## config.mk

```make
export PLATFORM = sky130hd
export DESIGN_NAME = status_led_blink_indicator
export DESIGN_NICKNAME = d
export VERILOG_FILES = /design/src/sv/slbi_pkg.sv /design/src/sv/status_led_blink_indicator.sv
export SDC_FILE = /design/constraint.sdc
export NUM_CORES = 1
export LEC_CHECK = 0
export ABC_AREA = 1
export BUFFER_PORTS_ARGS = -buffer_cell sky130_fd_sc_hd__clkbuf_2
export CORE_AREA = 2 2 76 78
export CTS_BUF_LIST = sky130_fd_sc_hd__clkbuf_16
export DETAILED_ROUTE_END_ITERATION = 8
export DIE_AREA = 0 0 78 80
export PLACE_DENSITY = 0.77
export SKIP_LAST_GASP = 1
export SYNTH_ARGS = -nofsm -noshare
export SYNTH_HDL_FRONTEND = slang
export SYNTH_SLANG_ARGS = --single-unit
```

## constraint.sdc

```tcl
create_clock -name clk -period 3.2 [get_ports clk]
set_input_delay 0.16 -clock clk [delete_from_list [all_inputs] [get_ports clk]]
set_output_delay 0.16 -clock clk [all_outputs]
set_load 0.02 [all_outputs]
```

## src/sv/slbi_pkg.sv

```systemverilog
// Package for the status LED blink indicator: command and link codes,
// blink timing constants and the transaction payload types.
// No dependencies.
`timescale 1ns / 1ps

package slbi_pkg;

	// Command codes carried by each input transaction
	typedef enum logic [2:0] {
		CMD_TICK       = 3'd0,
		CMD_SET_ERROR  = 3'd1,
		CMD_SET_WARN   = 3'd2,
		CMD_SET_TEMP   = 3'd3,
		CMD_CLEAR_WARN = 3'd4
	} cmd_code_t;

	// Remote link states
	typedef enum logic [1:0] {
		LINK_NONE      = 2'd0,
		LINK_LOCKED    = 2'd1,
		LINK_UNLOCKING = 2'd2,
		LINK_UNLOCKED  = 2'd3
	} link_code_t;

	// Configuration register indexes
	localparam int CFG_IDX_W = 1;
	typedef enum logic [CFG_IDX_W-1:0] {
		CFG_SAFE_LOCK  = 1'd0,
		CFG_TEMP_TICKS = 1'd1
	} cfg_index_t;

	localparam int TICKS_W = 16;

	// Blink timing
	localparam logic [2:0] PRESCALE_LAST = 3'd4;  // divide by 5
	localparam logic [3:0] PHASE_LAST    = 4'd9;  // 10 phases
	localparam logic [3:0] SHORT_PHASES  = 4'd2;
	localparam logic [3:0] LONG_PHASES   = 4'd4;
	localparam logic [TICKS_W-1:0] TICKS_MAX = '1;

	// Configuration reset values
	localparam logic               SAFE_LOCK_RESET  = 1'b1;
	localparam logic [TICKS_W-1:0] TEMP_TICKS_RESET = 16'd40;

	typedef struct packed {
		logic [2:0] command;
		logic [1:0] link_state;
	} cmd_item_t;

	typedef struct packed {
		logic green_led;
		logic red_led;
		logic error_active;
		logic warning_active;
		logic temp_warning_active;
	} res_item_t;

endpackage

```

## src/sv/status_led_blink_indicator.sv

```systemverilog
// Status LED blink indicator: takes tick and flag commands, returns one
// LED and flag status per command. Depends on slbi_pkg.
//
// Usage:
//   cmd channel (cmd_valid/cmd_ready/cmd): one command per transaction, either
//   a tick with the remote link state or a set/clear of a status flag.
//   res channel (res_valid/res_ready/res): one result per command, carrying
//   the LED drives and the three flags as they stand after that command.
//   cfg channel (cfg_valid/cfg_ready/cfg_index/cfg_data): index 0 is the safe
//   lock mode, index 1 the temporary warning lifetime in ticks. Always ready;
//   write only while no command is in flight.
// Result: registered; res_valid rises in the cycle after its command is accepted.
// Throughput: one command per cycle while no result is stalled; the state update
//   and the result register are written at the same edge the command is accepted.
// Stall: while res_valid is high and res_ready is low, the result holds and
//   cmd_ready drops; a pending result that is taken in the same cycle lets a
//   new command in at once.
// Reset: flags, prescaler, blink phase, toggle and LEDs clear, safe lock mode
//   goes to 1, the lifetime to 40 ticks, and no result is pending.
`timescale 1ns / 1ps

module status_led_blink_indicator (
	input  logic                                 clk,
	input  logic                                 arst_n,
	input  logic                                 cmd_valid,
	output logic                                 cmd_ready,
	input  slbi_pkg::cmd_item_t                  cmd,
	output logic                                 res_valid,
	input  logic                                 res_ready,
	output slbi_pkg::res_item_t                  res,
	input  logic                                 cfg_valid,
	output logic                                 cfg_ready,
	input  logic [slbi_pkg::CFG_IDX_W-1:0]       cfg_index,
	input  logic [slbi_pkg::TICKS_W-1:0]         cfg_data
);
	import slbi_pkg::*;

	// Configuration and state registers
	logic               safe_lock_q;
	logic [TICKS_W-1:0] temp_ticks_q;
	logic               err_q, warn_q, temp_q;
	logic [2:0]         prescale_q;
	logic [3:0]         phase_q;
	logic               toggle_q;
	logic               green_q, red_q;
	logic [TICKS_W-1:0] since_temp_q;
	logic               res_valid_q;
	res_item_t          res_q;

	// Next-state values
	logic               err_d, warn_d, temp_d;
	logic [2:0]         prescale_d;
	logic [3:0]         phase_d;
	logic               toggle_d;
	logic               green_d, red_d;
	logic [TICKS_W-1:0] since_temp_d;
	logic [TICKS_W-1:0] since_inc;
	logic               toggles;
	logic               accept;

	assign cmd_ready = !res_valid_q || res_ready;
	assign accept    = cmd_valid && cmd_ready;
	assign cfg_ready = 1'b1;
	assign res_valid = res_valid_q;
	assign res       = res_q;

	// Decide whether the current phase toggles for this link state
	always_comb begin
		if (link_code_t'(cmd.link_state) == LINK_NONE) begin
			toggles = 1'b1;
		end else if (safe_lock_q && (link_code_t'(cmd.link_state) == LINK_LOCKED ||
				link_code_t'(cmd.link_state) == LINK_UNLOCKING)) begin
			toggles = phase_q < SHORT_PHASES;
		end else begin
			toggles = phase_q < LONG_PHASES;
		end
	end

	// Apply one command to the state
	always_comb begin
		err_d        = err_q;
		warn_d       = warn_q;
		temp_d       = temp_q;
		prescale_d   = prescale_q;
		phase_d      = phase_q;
		toggle_d     = toggle_q;
		green_d      = green_q;
		red_d        = red_q;
		since_temp_d = since_temp_q;
		since_inc    = (since_temp_q == TICKS_MAX) ? since_temp_q : since_temp_q + 1'b1;
		case (cmd_code_t'(cmd.command))
			CMD_TICK: begin
				if (prescale_q == 3'd0) begin
					if (phase_q == 4'd0) begin
						toggle_d = 1'b0;
						green_d  = 1'b0;
						red_d    = 1'b0;
					end
					if (toggles) begin
						toggle_d = !toggle_d;
						green_d  = toggle_d && !err_q;
						red_d    = toggle_d && (err_q || warn_q || temp_q);
					end
					phase_d = (phase_q == PHASE_LAST) ? 4'd0 : phase_q + 4'd1;
				end
				prescale_d   = (prescale_q == PRESCALE_LAST) ? 3'd0 : prescale_q + 3'd1;
				since_temp_d = since_inc;
				if (since_inc > temp_ticks_q) begin
					temp_d = 1'b0;
				end
			end
			CMD_SET_ERROR: err_d = 1'b1;
			CMD_SET_WARN:  warn_d = 1'b1;
			CMD_SET_TEMP: begin
				temp_d       = 1'b1;
				since_temp_d = '0;
			end
			CMD_CLEAR_WARN: begin
				warn_d = 1'b0;
				temp_d = 1'b0;
			end
			default: begin
			end
		endcase
	end

	// Configuration writes
	always_ff @(posedge clk or negedge arst_n) begin
		if (!arst_n) begin
			safe_lock_q  <= SAFE_LOCK_RESET;
			temp_ticks_q <= TEMP_TICKS_RESET;
		end else if (cfg_valid && cfg_ready) begin
			unique case (cfg_index_t'(cfg_index))
				CFG_SAFE_LOCK:  safe_lock_q  <= cfg_data[0];
				CFG_TEMP_TICKS: temp_ticks_q <= cfg_data;
				default: begin
				end
			endcase
		end
	end

	// Advance the state on each accepted transaction
	always_ff @(posedge clk or negedge arst_n) begin
		if (!arst_n) begin
			err_q        <= 1'b0;
			warn_q       <= 1'b0;
			temp_q       <= 1'b0;
			prescale_q   <= '0;
			phase_q      <= '0;
			toggle_q     <= 1'b0;
			green_q      <= 1'b0;
			red_q        <= 1'b0;
			since_temp_q <= '0;
		end else if (accept) begin
			err_q        <= err_d;
			warn_q       <= warn_d;
			temp_q       <= temp_d;
			prescale_q   <= prescale_d;
			phase_q      <= phase_d;
			toggle_q     <= toggle_d;
			green_q      <= green_d;
			red_q        <= red_d;
			since_temp_q <= since_temp_d;
		end
	end

	// Hold the result until the receiver takes it
	always_ff @(posedge clk or negedge arst_n) begin
		if (!arst_n) begin
			res_valid_q <= 1'b0;
		end else if (accept) begin
			res_valid_q <= 1'b1;
		end else if (res_ready) begin
			res_valid_q <= 1'b0;
		end
	end

	always_ff @(posedge clk) begin
		if (accept) begin
			res_q.green_led           <= green_d;
			res_q.red_led             <= red_d;
			res_q.error_active        <= err_d;
			res_q.warning_active      <= warn_d;
			res_q.temp_warning_active <= temp_d;
		end
	end

endmodule

```

==> results_dict.tcl <==
set metrics [dict create \
    synth_seq_area_share 0.436 \
    total_power_mw 1.89 \
    cts_tree "done" \
    start_util 0.564 \
    ant_nets 0 \
    crit_type "flop to flop" \
    top_layer_used "met4" \
    pwr_density_cell_nw_per_um2 550 \
    worstPathArrival_ns 2.88 \
    nNetsFinal 463 \
    dieWidth_um 78 \
    critical_path_required_ns 3.24 \
    irDropWorstVdd_v 0.000299 \
    diodes 0 \
    drt_drc_violations_left 0 \
    clk_path_buf_depth 2 \
    h-tree-depth 2 \
    rows 27 \
    worst_pin_slew_ns 0.877 \
    period_share 0.888 \
    syn_inst 380 \
    grt_pass1_wl_um 10900 \
    wl_per_cell_um 12.6 \
    max-slew-margin-rel 0.414 \
    synthFlopType "dfrtp_1" \
    worstPathMaxFanout 5 \
    cts_root_buf "clkbuf_16" \
    dp.cells 480 \
    critPathMaxStageDelay_ns 0.43 \
    grt_max_degree 33 \
    reg2reg_to "res[0]" \
    dp_slack_ns 0.363 \
    io_buffers 33 \
    ys_types 37 \
    yosys_warnings 0 \
    rsz0062_at_grt "no" \
    wl_um 6180 \
    synth_area_per_cell_um2 8.02 \
    outcome "complete, no violations" \
    async_flop_share 0.904 \
    syn_area_um2 3050 \
    vias 2547 \
    reg2reg_from "since_temp_q[0]" \
    clkSlewWorstSetupHoldPaths_ns 0.07 \
    grt-ovfl-total 0 \
    worst_path_most_repeated_cell "nand2_1" \
    reg2reg_depth 17 \
    drive_gt1_frac 0.175 \
    cpMaxStageDelayCell "dfrtp_1" \
    crit_path_end "res[0]" \
    pin_count 35 \
    die_h_um 80 \
    cts_sinks 52 \
    ys_seq_elements 52 \
    max_cap_violations 0 \
    synth-edff-count 5 \
    reg2reg_slack_ns 0.36 \
    final_cells 489 \
    core_um2 5410 \
    drt_pre_antenna_iters 4 \
    hpwl_um 4720 \
    drt_iter0_drc 288 \
    p_leak_nw 1.81 \
    synth_most_common_cell "nand2_1" \
    final_util 0.634 \
    start_kind "flop" \
    dpl_cell_area_um2 3280 \
    worstPathCellList "ha_2 > nand3_1 > nor3_2 > nand2_1 > nor2_2 > nand4_1 > and2_1 > ha_1 > nand2_1 > nor3_1 > nand2_1 > nand2_1 > nand2_1 > nand2_1 > nand2_1 > nand2_1 > nand2_1" \
    wl_met1_um 2900 \
    route.met2.wl_um 2820 \
    crit_start "since_temp_q[0]" \
    setup_tns_ns 0 \
    antenna_found_initial 0 \
    clock_skew_ns 0.00610 \
    fin_area_um2 3430 \
    routabilityCongestion 0.938 \
    dieArea_um2 6240 \
    grtUsageTotal 0.218 \
    synth_commonest_cells "nand2_1, inv_1, dfrtp_1, nor2_1, a21oi_1" \
    setup_viol 0 \
    synthTopCellsByArea "dfrtp_1, nand2_1, ha_1" \
    clock.fmax_mhz 352 \
    numCtsBuffers 5 \
    final_max_slew_viol_count 0 \
    clock_latency_ns 0.28 \
    synth_nets 427 \
    grt_pass1_vias 2407 \
    area_growth_pct 12.5 \
    endpoint_kind "flop" \
    vias_per_cell 5.21 \
    hold_ws_ns 0.0630 \
    dr_wl_met3_um 337 \
    finalCriticalPeriod_ns 2.84 \
    hp-class "input pin to flop" \
    yosys.area.top_type_share 0.361 \
    synth_top_area_cell "dfrtp_1" \
    finalHoldViolCount 0 \
    worst_slack_ns 0.360 \
]
[report_power, final]
| part | internal (mW) | switching (mW) | total (mW) |
|---|---|---|---|
| registers | 0.800 | 0.0792 | 0.879 |
| clock network | 0.284 | 0.224 | 0.508 |
| logic | 0.182 | 0.318 | 0.500 |
| total | 1.27 | 0.621 | 1.89 |
[worst min-delay path by stage]
stage	from	end	slack, ns	depth (start not counted)
2_1_floorplan	arst_n	err_q	-0.14	0
3_3_place_gp	arst_n	since_temp_q[4]	0.20	1
3_5_place_dp	arst_n	since_temp_q[10]	0.21	1
4_1_cts	cfg_valid	safe_lock_q	0.06	2
5_1_grt	cfg_valid	safe_lock_q	0.06	2
6_report	cfg_valid	safe_lock_q	0.06	2
[layout make-up]
class / instances / area (um^2)
fill: 483 / 1980
multi-input combinational: 259 / 1450
sequential: 52 / 1330
inverter: 62 / 233
timing repair buffer: 36 / 190
clock buffer: 5 / 125
tap: 72 / 90.1
clock inverter: 3 / 13.8
[repair_timing]
item	4_1_cts	5_1_grt
setup buffers	0	0
resized for setup	0	2
endpoints found under the hold margin	21	0
setup endpoints to repair	0	1
hold buffers	1	0
[flip-flops by register name, summed over array words and instances, names as in the netlist]
signal / flops
temp_ticks_q: 16
green_q: 1
temp_q: 1
res: 5
prescale_q: 3
red_q: 1
err_q: 1
phase_q: 4
toggle_q: 1
since_temp_q: 16
safe_lock_q: 1
warn_q: 1
res_valid: 1
[cells by family (layout without fill, tap and decap cells)]
kind of cell             Yosys count  in the layout  synth area share
AO/OA/AOI/OAI                     66             66             0.130
XOR/XNOR                          11             11            0.0316
adder cells (fa/ha/maj)           20             20            0.0821
buffers and inverters             69            106            0.0903
flip-flops                        52             52             0.436
other                              1              1           0.00123
AND/OR/NAND/NOR                  161            161             0.228
[placed cells by master, fill, tap and decap left out, types with 2 or more instances in the layout]
cell       synthesis  layout
dfstp_2            3       3
xor2_1            11      11
o21ai_0           20      20
nand2_2            8       8
clkbuf_16          0       5
a22o_2             2       2
nor2_2             1       2
nand2_1           80      80
nand3_2            2       2
a22o_1             2       2
nor2_1            43      42
nand3_1           11      11
inv_1             58      58
buf_4              2       2
dfrtp_1           44      44
clkinv_2           0       2
o21ai_2            6       6
clkbuf_2           0      33
nand4_1            4       4
nor3_1             8       8
edfxtp_1           5       5
ha_1              20      19
o211ai_1           2       2
a21oi_1           25      25
inv_2              4       4
o31ai_1            3       3
nor3_2             2       2
[layer usage]
| layer | GRT usage | vias to the layer above |
|---|---|---|
| met1 | 0.300 | 1162 |
| met4 | 0.0877 | 0 |
| met3 | 0.0328 | 16 |
| met5 | 0 | - |
| met2 | 0.348 | 81 |
| li1 | - | 1288 |
[critical path, delay by kind of cell (launching register included)]
kind	cells	cell delay, ns
adders and majority gates	2	0.50
DFF	1	0.43
and+or+nand+nor	15	1.68
Power figures use the tool's default switching activity.
